==> src/rtl/core/assert_macros.svh <==
// Assertion helper macros shared by the RTL.
// Every macro samples on clk and is disabled while arst_n is low.
`ifndef ASSERT_MACROS_SVH
`define ASSERT_MACROS_SVH

// Concurrent property check with a message.
`define ASSERT_PROP(lbl, prop, msg) \
	lbl: assert property (@(posedge clk) disable iff (!arst_n) (prop)) else $error(msg);

// Implication check: when cond holds, expr must hold in the next cycle.
`define ASSERT_NEXT(lbl, cond, expr, msg) \
	lbl: assert property (@(posedge clk) disable iff (!arst_n) (cond) |=> (expr)) \
		else $error(msg);

`endif

==> src/rtl/core/pvr_pkg.sv <==
// Package for the pixel value replace block: widths, register indexes and
// the item type that travels from the front end to the divider back end.
`timescale 1ns / 1ps

package pvr_pkg;

	localparam int CHAN_W  = 8;
	localparam int PROD_W  = 2 * CHAN_W;
	localparam int PIX_W   = 4 * CHAN_W;
	localparam int LEVEL_W = 9;
	localparam int CFG_IDX_W = 2;

	localparam logic [CFG_IDX_W-1:0] CFG_MODE_RELATIVE = 2'd0;
	localparam logic [CFG_IDX_W-1:0] CFG_LEVEL         = 2'd1;
	localparam logic [CFG_IDX_W-1:0] CFG_KEEP_ALPHA    = 2'd2;

	localparam logic [CHAN_W-1:0] CHAN_FULL = 8'hFF;

	// One classified pixel: target times each channel, plus max, target and alpha.
	typedef struct packed {
		logic [PROD_W-1:0] prod_r;
		logic [PROD_W-1:0] prod_g;
		logic [PROD_W-1:0] prod_b;
		logic [CHAN_W-1:0] mx;
		logic [CHAN_W-1:0] tgt;
		logic [CHAN_W-1:0] alpha;
	} pvr_item_t;

endpackage

==> src/rtl/core/pvr_front.sv <==
// Front end: configuration registers, pixel accept, max/target/alpha
// classification and the three target*channel products. Uses pvr_pkg.
`timescale 1ns / 1ps

module pvr_front (
	input  logic                          clk,
	input  logic                          arst_n,
	input  logic                          cfg_we,
	input  logic [pvr_pkg::CFG_IDX_W-1:0] cfg_index,
	input  logic [pvr_pkg::LEVEL_W-1:0]   cfg_data,
	input  logic                          s_tvalid,
	output logic                          s_tready,
	input  logic [pvr_pkg::PIX_W-1:0]     s_tdata,
	output logic                          out_valid,
	input  logic                          out_ready,
	output pvr_pkg::pvr_item_t            out_item
);
	import pvr_pkg::*;

	logic                      mode_q;
	logic signed [LEVEL_W-1:0] level_q;
	logic                      keep_q;

	logic              vld_s1;
	logic [CHAN_W-1:0] r_s1, g_s1, b_s1, a_s1, mx_s1, tgt_s1;
	logic              vld_s2;
	pvr_item_t         item_s2;

	logic              en_s2, en_s1;
	logic [CHAN_W-1:0] in_a, in_r, in_g, in_b, mx_c, tgt_c;
	logic signed [LEVEL_W:0] sum_c;

	always_ff @(posedge clk or negedge arst_n) begin
		if (!arst_n) begin
			mode_q  <= 1'b0;
			level_q <= 9'sd255;
			keep_q  <= 1'b1;
		end else if (cfg_we) begin
			case (cfg_index)
				CFG_MODE_RELATIVE: mode_q  <= cfg_data[0];
				CFG_LEVEL:         level_q <= cfg_data;
				CFG_KEEP_ALPHA:    keep_q  <= cfg_data[0];
				default: ;
			endcase
		end
	end

	assign en_s2    = !vld_s2 || out_ready;
	assign en_s1    = !vld_s1 || en_s2;
	assign s_tready = en_s1;

	assign in_a = s_tdata[31:24];
	assign in_r = s_tdata[23:16];
	assign in_g = s_tdata[15:8];
	assign in_b = s_tdata[7:0];

	always_comb begin
		mx_c = in_r;
		if (in_g > mx_c) mx_c = in_g;
		if (in_b > mx_c) mx_c = in_b;
		if (mode_q)
			sum_c = $signed({2'b00, mx_c}) + $signed({level_q[LEVEL_W-1], level_q});
		else
			sum_c = $signed({level_q[LEVEL_W-1], level_q});
		// clamp target to one channel's range
		if (sum_c < 0)
			tgt_c = '0;
		else if (sum_c > $signed({2'b00, CHAN_FULL}))
			tgt_c = CHAN_FULL;
		else
			tgt_c = sum_c[CHAN_W-1:0];
	end

	always_ff @(posedge clk or negedge arst_n) begin
		if (!arst_n) begin
			vld_s1 <= 1'b0;
			vld_s2 <= 1'b0;
		end else begin
			if (en_s1) vld_s1 <= s_tvalid;
			if (en_s2) vld_s2 <= vld_s1;
		end
	end

	always_ff @(posedge clk) begin
		if (en_s1) begin
			r_s1   <= in_r;
			g_s1   <= in_g;
			b_s1   <= in_b;
			a_s1   <= keep_q ? in_a : CHAN_FULL;
			mx_s1  <= mx_c;
			tgt_s1 <= tgt_c;
		end
		if (en_s2) begin
			item_s2.prod_r <= PROD_W'(tgt_s1) * PROD_W'(r_s1);
			item_s2.prod_g <= PROD_W'(tgt_s1) * PROD_W'(g_s1);
			item_s2.prod_b <= PROD_W'(tgt_s1) * PROD_W'(b_s1);
			item_s2.mx     <= mx_s1;
			item_s2.tgt    <= tgt_s1;
			item_s2.alpha  <= a_s1;
		end
	end

	assign out_valid = vld_s2;
	assign out_item  = item_s2;

endmodule

==> src/rtl/core/pvr_fifo.sv <==
// Short queue between front end and divider back end.
// Register-based, DEPTH entries of pvr_item_t. Uses pvr_pkg, assert_macros.svh.
`timescale 1ns / 1ps

module pvr_fifo #(
	parameter int DEPTH = 2
) (
	input  logic               clk,
	input  logic               arst_n,
	input  logic               in_valid,
	output logic               in_ready,
	input  pvr_pkg::pvr_item_t in_item,
	output logic               out_valid,
	input  logic               out_ready,
	output pvr_pkg::pvr_item_t out_item
);
	import pvr_pkg::*;
	`include "assert_macros.svh"

	localparam int PTR_W = (DEPTH > 1) ? $clog2(DEPTH) : 1;
	localparam int CNT_W = $clog2(DEPTH + 1);
	localparam logic [PTR_W-1:0] PTR_LAST = PTR_W'(DEPTH - 1);
	localparam logic [CNT_W-1:0] CNT_FULL = CNT_W'(DEPTH);

	pvr_item_t        mem_q [DEPTH];
	logic [PTR_W-1:0] wr_ptr_q, rd_ptr_q;
	logic [CNT_W-1:0] cnt_q;
	logic             push, pop;

	assign in_ready  = (cnt_q != CNT_FULL);
	assign out_valid = (cnt_q != '0);
	assign push      = in_valid && in_ready;
	assign pop       = out_valid && out_ready;
	assign out_item  = mem_q[rd_ptr_q];

	always_ff @(posedge clk) begin
		if (push) mem_q[wr_ptr_q] <= in_item;
	end

	always_ff @(posedge clk or negedge arst_n) begin
		if (!arst_n) begin
			wr_ptr_q <= '0;
			rd_ptr_q <= '0;
			cnt_q    <= '0;
		end else begin
			if (push) wr_ptr_q <= (wr_ptr_q == PTR_LAST) ? '0 : wr_ptr_q + 1'b1;
			if (pop)  rd_ptr_q <= (rd_ptr_q == PTR_LAST) ? '0 : rd_ptr_q + 1'b1;
			if (push && !pop)      cnt_q <= cnt_q + 1'b1;
			else if (pop && !push) cnt_q <= cnt_q - 1'b1;
		end
	end

	`ASSERT_PROP(a_cnt_range, cnt_q <= CNT_FULL, "queue count above depth")
	`ASSERT_PROP(a_full_ptrs, (cnt_q != CNT_FULL) || (wr_ptr_q == rd_ptr_q), "full ptrs apart")
	`ASSERT_NEXT(a_cnt_inc, push && !pop, cnt_q == $past(cnt_q) + 1'b1, "count missed a push")
	`ASSERT_NEXT(a_cnt_dec, pop && !push, cnt_q == $past(cnt_q) - 1'b1, "count missed a pop")

endmodule

==> src/rtl/core/pvr_back.sv <==
// Back end: restoring divider pipeline, one quotient bit per stage for each
// channel, then the output register. Uses pvr_pkg.
`timescale 1ns / 1ps

module pvr_back (
	input  logic                      clk,
	input  logic                      arst_n,
	input  logic                      in_valid,
	output logic                      in_ready,
	input  pvr_pkg::pvr_item_t        in_item,
	output logic                      m_tvalid,
	input  logic                      m_tready,
	output logic [pvr_pkg::PIX_W-1:0] m_tdata
);
	import pvr_pkg::*;

	localparam int NSTEP = CHAN_W;

	typedef struct packed {
		logic [PROD_W-1:0] rem_r;
		logic [PROD_W-1:0] rem_g;
		logic [PROD_W-1:0] rem_b;
		logic [CHAN_W-1:0] q_r;
		logic [CHAN_W-1:0] q_g;
		logic [CHAN_W-1:0] q_b;
		logic [CHAN_W-1:0] mx;
		logic [CHAN_W-1:0] tgt;
		logic [CHAN_W-1:0] alpha;
	} pvr_div_t;

	pvr_div_t           div_s [NSTEP+1];
	pvr_div_t           div_nxt [NSTEP];
	logic [NSTEP:0]     vld_s;
	logic               out_vld_q;
	logic [PIX_W-1:0]   pix_q;
	logic               en;
	logic [CHAN_W-1:0]  res_r, res_g, res_b;

	// one restoring step: {quotient bit, new remainder}
	function automatic logic [PROD_W:0] div_bit(input logic [PROD_W-1:0] rem,
	                                             input logic [PROD_W-1:0] dv);
		logic [PROD_W:0] res;
		if (rem >= dv) res = {1'b1, rem - dv};
		else           res = {1'b0, rem};
		return res;
	endfunction

	assign en       = !out_vld_q || m_tready;
	assign in_ready = en;

	for (genvar k = 0; k < NSTEP; k++) begin : g_step
		localparam int SH = NSTEP - 1 - k;
		logic [PROD_W-1:0] dv;
		logic [PROD_W:0]   st_r, st_g, st_b;
		assign dv   = {{(PROD_W-CHAN_W){1'b0}}, div_s[k].mx} << SH;
		assign st_r = div_bit(div_s[k].rem_r, dv);
		assign st_g = div_bit(div_s[k].rem_g, dv);
		assign st_b = div_bit(div_s[k].rem_b, dv);
		always_comb begin
			div_nxt[k]        = div_s[k];
			div_nxt[k].rem_r  = st_r[PROD_W-1:0];
			div_nxt[k].rem_g  = st_g[PROD_W-1:0];
			div_nxt[k].rem_b  = st_b[PROD_W-1:0];
			div_nxt[k].q_r[SH] = st_r[PROD_W];
			div_nxt[k].q_g[SH] = st_g[PROD_W];
			div_nxt[k].q_b[SH] = st_b[PROD_W];
		end
		always_ff @(posedge clk) begin
			if (en) div_s[k+1] <= div_nxt[k];
		end
	end

	always_ff @(posedge clk) begin
		if (en) begin
			div_s[0].rem_r <= in_item.prod_r;
			div_s[0].rem_g <= in_item.prod_g;
			div_s[0].rem_b <= in_item.prod_b;
			div_s[0].q_r   <= '0;
			div_s[0].q_g   <= '0;
			div_s[0].q_b   <= '0;
			div_s[0].mx    <= in_item.mx;
			div_s[0].tgt   <= in_item.tgt;
			div_s[0].alpha <= in_item.alpha;
			pix_q          <= {div_s[NSTEP].alpha, res_r, res_g, res_b};
		end
	end

	// black pixel: every channel takes the target
	assign res_r = (div_s[NSTEP].mx == '0) ? div_s[NSTEP].tgt : div_s[NSTEP].q_r;
	assign res_g = (div_s[NSTEP].mx == '0) ? div_s[NSTEP].tgt : div_s[NSTEP].q_g;
	assign res_b = (div_s[NSTEP].mx == '0) ? div_s[NSTEP].tgt : div_s[NSTEP].q_b;

	always_ff @(posedge clk or negedge arst_n) begin
		if (!arst_n) begin
			vld_s     <= '0;
			out_vld_q <= 1'b0;
		end else if (en) begin
			vld_s     <= {vld_s[NSTEP-1:0], in_valid};
			out_vld_q <= vld_s[NSTEP];
		end
	end

	assign m_tvalid = out_vld_q;
	assign m_tdata  = pix_q;

endmodule

==> src/rtl/core/pixel_value_replace.sv <==
// Pipeline from input beat to output beat: two front stages, queue, divider input
// and eight divider stages, output register.
// Throughput: one pixel per cycle while m_tready stays high; the back end moves as one pipeline on m_tready.
// Reset: arst_n clears all valid state and queue; config returns to absolute
// mode, level 255, keep alpha.
`timescale 1ns / 1ps

module pixel_value_replace #(
	parameter int QUEUE_DEPTH = 2
) (
	input  logic                          clk,
	input  logic                          arst_n,
	input  logic                          cfg_we,
	input  logic [pvr_pkg::CFG_IDX_W-1:0] cfg_index,
	input  logic [pvr_pkg::LEVEL_W-1:0]   cfg_data,
	input  logic                          s_tvalid,
	output logic                          s_tready,
	input  logic [pvr_pkg::PIX_W-1:0]     s_tdata,  // pixel_in [31:0]
	output logic                          m_tvalid,
	input  logic                          m_tready,
	output logic [pvr_pkg::PIX_W-1:0]     m_tdata   // pixel_out [31:0]
);
	import pvr_pkg::*;

	pvr_item_t front_item, back_item;
	logic      front_valid, front_ready, back_valid, back_ready;

	pvr_front u_front (
		.clk       (clk),
		.arst_n    (arst_n),
		.cfg_we    (cfg_we),
		.cfg_index (cfg_index),
		.cfg_data  (cfg_data),
		.s_tvalid  (s_tvalid),
		.s_tready  (s_tready),
		.s_tdata   (s_tdata),
		.out_valid (front_valid),
		.out_ready (front_ready),
		.out_item  (front_item)
	);

	pvr_fifo #(
		.DEPTH (QUEUE_DEPTH)
	) u_fifo (
		.clk       (clk),
		.arst_n    (arst_n),
		.in_valid  (front_valid),
		.in_ready  (front_ready),
		.in_item   (front_item),
		.out_valid (back_valid),
		.out_ready (back_ready),
		.out_item  (back_item)
	);

	pvr_back u_back (
		.clk      (clk),
		.arst_n   (arst_n),
		.in_valid (back_valid),
		.in_ready (back_ready),
		.in_item  (back_item),
		.m_tvalid (m_tvalid),
		.m_tready (m_tready),
		.m_tdata  (m_tdata)
	);

endmodule
==> config.mk <==
export PLATFORM = sky130hd
export DESIGN_NAME = pixel_value_replace
export DESIGN_NICKNAME = d
export VERILOG_FILES = /design/src/rtl/core/pvr_pkg.sv /design/src/rtl/core/pvr_front.sv /design/src/rtl/core/pvr_fifo.sv /design/src/rtl/core/pvr_back.sv /design/src/rtl/core/pixel_value_replace.sv
export VERILOG_INCLUDE_DIRS = /design/src /design/src/rtl/core
export SDC_FILE = /design/constraint.sdc
export NUM_CORES = 2
export LEC_CHECK = 0
export BUFFER_PORTS_ARGS = -buffer_cell sky130_fd_sc_hd__buf_2
export CAP_MARGIN = 40
export CORE_ASPECT_RATIO = 0.7
export CORE_MARGIN = 8
export CORE_UTILIZATION = 30
export DETAILED_ROUTE_END_ITERATION = 16
export HOLD_SLACK_MARGIN = 0.1
export PLACE_DENSITY = 0.45
export SLEW_MARGIN = 20
export SYNTH_ARGS = -nofsm -noshare
export SYNTH_HDL_FRONTEND = slang
export SYNTH_HIERARCHICAL = 1
export SYNTH_SLANG_ARGS = --single-unit
==> constraint.sdc <==
create_clock -name clk -period 34.4 [get_ports clk]
set_input_delay 1.72 -clock clk [delete_from_list [all_inputs] [get_ports clk]]
set_output_delay 1.72 -clock clk [all_outputs]
set_load 0.1 [all_outputs]
==> results.yml <==
placed_design:
  place_congestion: 0.805
  detailed_place_hpwl_um: 77600
  place_inst: 6058
  portBuffers: 81
logic_synthesis:
  synth-edff-count: 1004
  yosysMostFrequentCell: "edfxtp_1"
  ys_top_cells_by_area: "edfxtp_1 (58%), ha_1 (7.8%), fa_1 (5.0%), mux2_2 (2.4%), inv_1 (2.1%)"
  ys_warn_count: 6
  syn_nets: 4237
  synthCells: 3734
  ys.flop_type: "edfxtp_1"
  yosysUniqueCellTypes: 96
  yosys.area.top_type_share_pct: 58.1
  synth_seq_cells: 1031
  synthTopCellsByCount: "edfxtp_1 (1,004), ha_1 (325), inv_1 (297), nand2_1 (207), nor2_1 (179)"
  yosysSeqAreaShare_pct: 59.5
  synth_area_um2: 51900
  async_flop_share_pct: 2.62
  syn_area_per_cell_um2: 13.9
  synth_top_cell_by_area: "edfxtp_1"
clocking:
  cts_buffers: 107
  cts.repair.resized: 0
  root_buffer: "clkbuf_16"
  cts.clk_slew.worst_paths_ns: 0.06
  clk_latency_ns: 0.73
  htree_num_levels: 3
  cts_tree: "built"
  cts_setup_buffers: 0
  hold_buffers: 0
  cts.sinks: 1031
  cts_buffer_depth: 3
timing:
  skew_ns: 0.0396
  finalSetupTns_ns: 0
  timing.fmax_mhz: 148
  min_period_ns: 6.77
  tightest_slew_ns: 0.989
  relSlewSlack_pct: 34.0
  rsz0062_at_grt: "no"
  period_share_pct: 19.7
  slew_viol_final: 0
  setup_viol: 0
  timing_hold_violations_final: 0
floorplanning:
  start_util_pct: 30.2
  die_x_um: 513
  io_pins: 82
  core_um2: 171000
  dieHeight_um: 364
  dieArea_um2: 187000
  fp-row-count: 127
job:
  cap_violations: 0
detailed_routing:
  ant_nets: 0
  initialDrtViolationCount: 1545
  post_drt_wl_per_cell_um: 17.1
  routed_wl_um: 107000
  via_count: 28500
  routed_via_density: 4.54
  drc: 0
  dr.pass1.iters: 5
setup_path:
  arrival_ns: 7.34
  reg2regPathDepth: 16
  crit_type: "in -> reg"
  required_ns: 34.97
  start_kind: "primary input"
  cp-end-kind: "register"
  path_max_fanout: 8
global_routing:
  grt_util_all_layers_pct: 11.2
  grt_pass1_vias: 28500
  grt_max_degree: 171
  grt_pass1_wl_um: 168000
  grt-ovfl-total: 0
  antenna_found_initial: 4
cells_and_area:
  syn2layout_area_growth_pct: 13.3
  final_cells: 6261
  ff_latch_area_um2: 30800
  multi_input_area_um2: 19600
  fillers: 16700
  nNetsFinal: 4415
  drive_above_1_share_pct: 13.2
worst_hold_path:
  hold_depth: 0
  hp-class: "reg -> reg"
run_status:
  status: "finished, final reports clean"
state kept, by name, summed over array words and instances, names as in the netlist, 9 cells and up:
register / flops
u_front/level_q: 9
u_front/out_item: 72
u_back/div_s: 708
u_back/m_tdata: 32
u_back/vld_s: 9
u_fifo/mem_q: 144
area by class of cell:
type	instances	area share, %
repair buffers	123	1.44
inverters	298	1.90
clock buffers	129	4.70
well taps	2257	4.81
multi-input cells	2351	33.3
clock inverters	69	1.30
diodes	3	0.0128
flip-flops and latches	1031	52.5
worst paths after layout:
check | start | to | slack [ns]
setup / recovery | s_tdata[17] | u_front/tgt_s1[7]$_SDFFCE_PN0P_ | 27.63
hold / removal | u_back/div_s[2][12]$_DFFE_PP_ | u_back/div_s[3][12]$_DFFE_PP_ | 0.40
setup reg to reg | u_front/tgt_s1[5]$_SDFFCE_PN0P_ | u_front/out_item[55]$_DFFE_PP_ | 29.46
hold reg to reg | u_back/div_s[2][12]$_DFFE_PP_ | u_back/div_s[3][12]$_DFFE_PP_ | 0.40
max in group asynchronous | arst_n | u_fifo/rd_ptr_q$_DFFE_PN0P_ | 32.90
min in group asynchronous | arst_n | u_front/level_q[8]$_DFFE_PN0P_ | 1.01
layout by cell type (no fill, tap or decap), types with 20 or more instances in the layout:
cell,n
clkbuf_1,22
a21o_1,44
buf_4,33
nand2b_1,54
a21oi_1,154
clkinv_1,23
nand2_1,207
mux2i_1,30
nand4_1,20
nor3_1,72
clkbuf_16,107
nand3_1,27
inv_1,297
o21a_1,63
a211oi_1,37
ha_1,325
mux2_2,112
and2_1,117
fa_1,130
nor2_1,178
or3_1,26
nor4_1,33
nor2b_1,41
buf_2,81
o31ai_1,28
o21ai_0,159
xor2_1,86
edfxtp_1,1004
mux2_4,69
xnor2_1,93
per-stage QoR:
stage               hold slack (ns)  worst slack (ns)  cell area, µm²  utilization, %
floorplan                     0.400              9.09           51900               -
global placement              0.400             26.93           55000            32.1
detailed placement            0.405             27.00           55200            32.2
CTS                           0.395             27.76           58700            34.2
global route                  0.404             27.42           58700            34.3
finish                        0.396             27.63           58700            34.3
per-layer routing:
layer | up-vias | wire length, µm | track usage (%)
li1 | 14200 | - | -
met1 | 13700 | 53800 | 15.9
met2 | 396 | 46800 | 17.6
met3 | 161 | 3750 | 2.07
met4 | 2 | 2590 | 2.95
met5 | - | 12 | 0
cells by family after synthesis:
family	synth area share, %
compound gates	7.89
flops	59.5
buf+inv	2.85
xor+xnor	3.02
fa+ha+maj	12.9
mux	5.01
simple gates	8.89
worst max-delay path: stages:
cell,delay (ns)
buf_2,0.13
inv_1,0.05
ha_1,0.28
nor2b_1,0.14
o211ai_1,0.16
a21oi_1,0.10
o21ai_2,0.47
mux2i_1,0.38
ha_1,0.31
a21o_1,0.18
a21o_1,0.17
a21oi_1,0.20
o21ai_0,0.12
nand2_1,0.38
mux2_2,0.42
ha_1,0.22
fa_1,0.46
a211oi_2,0.28
o21ai_1,0.14
or4b_1,0.56
o211ai_2,0.20
a21oi_1,0.10
nor3_2,0.18
Power is not shown: default switching activity piles up to over one toggle a cycle in this logic, so the estimate is an artifact.
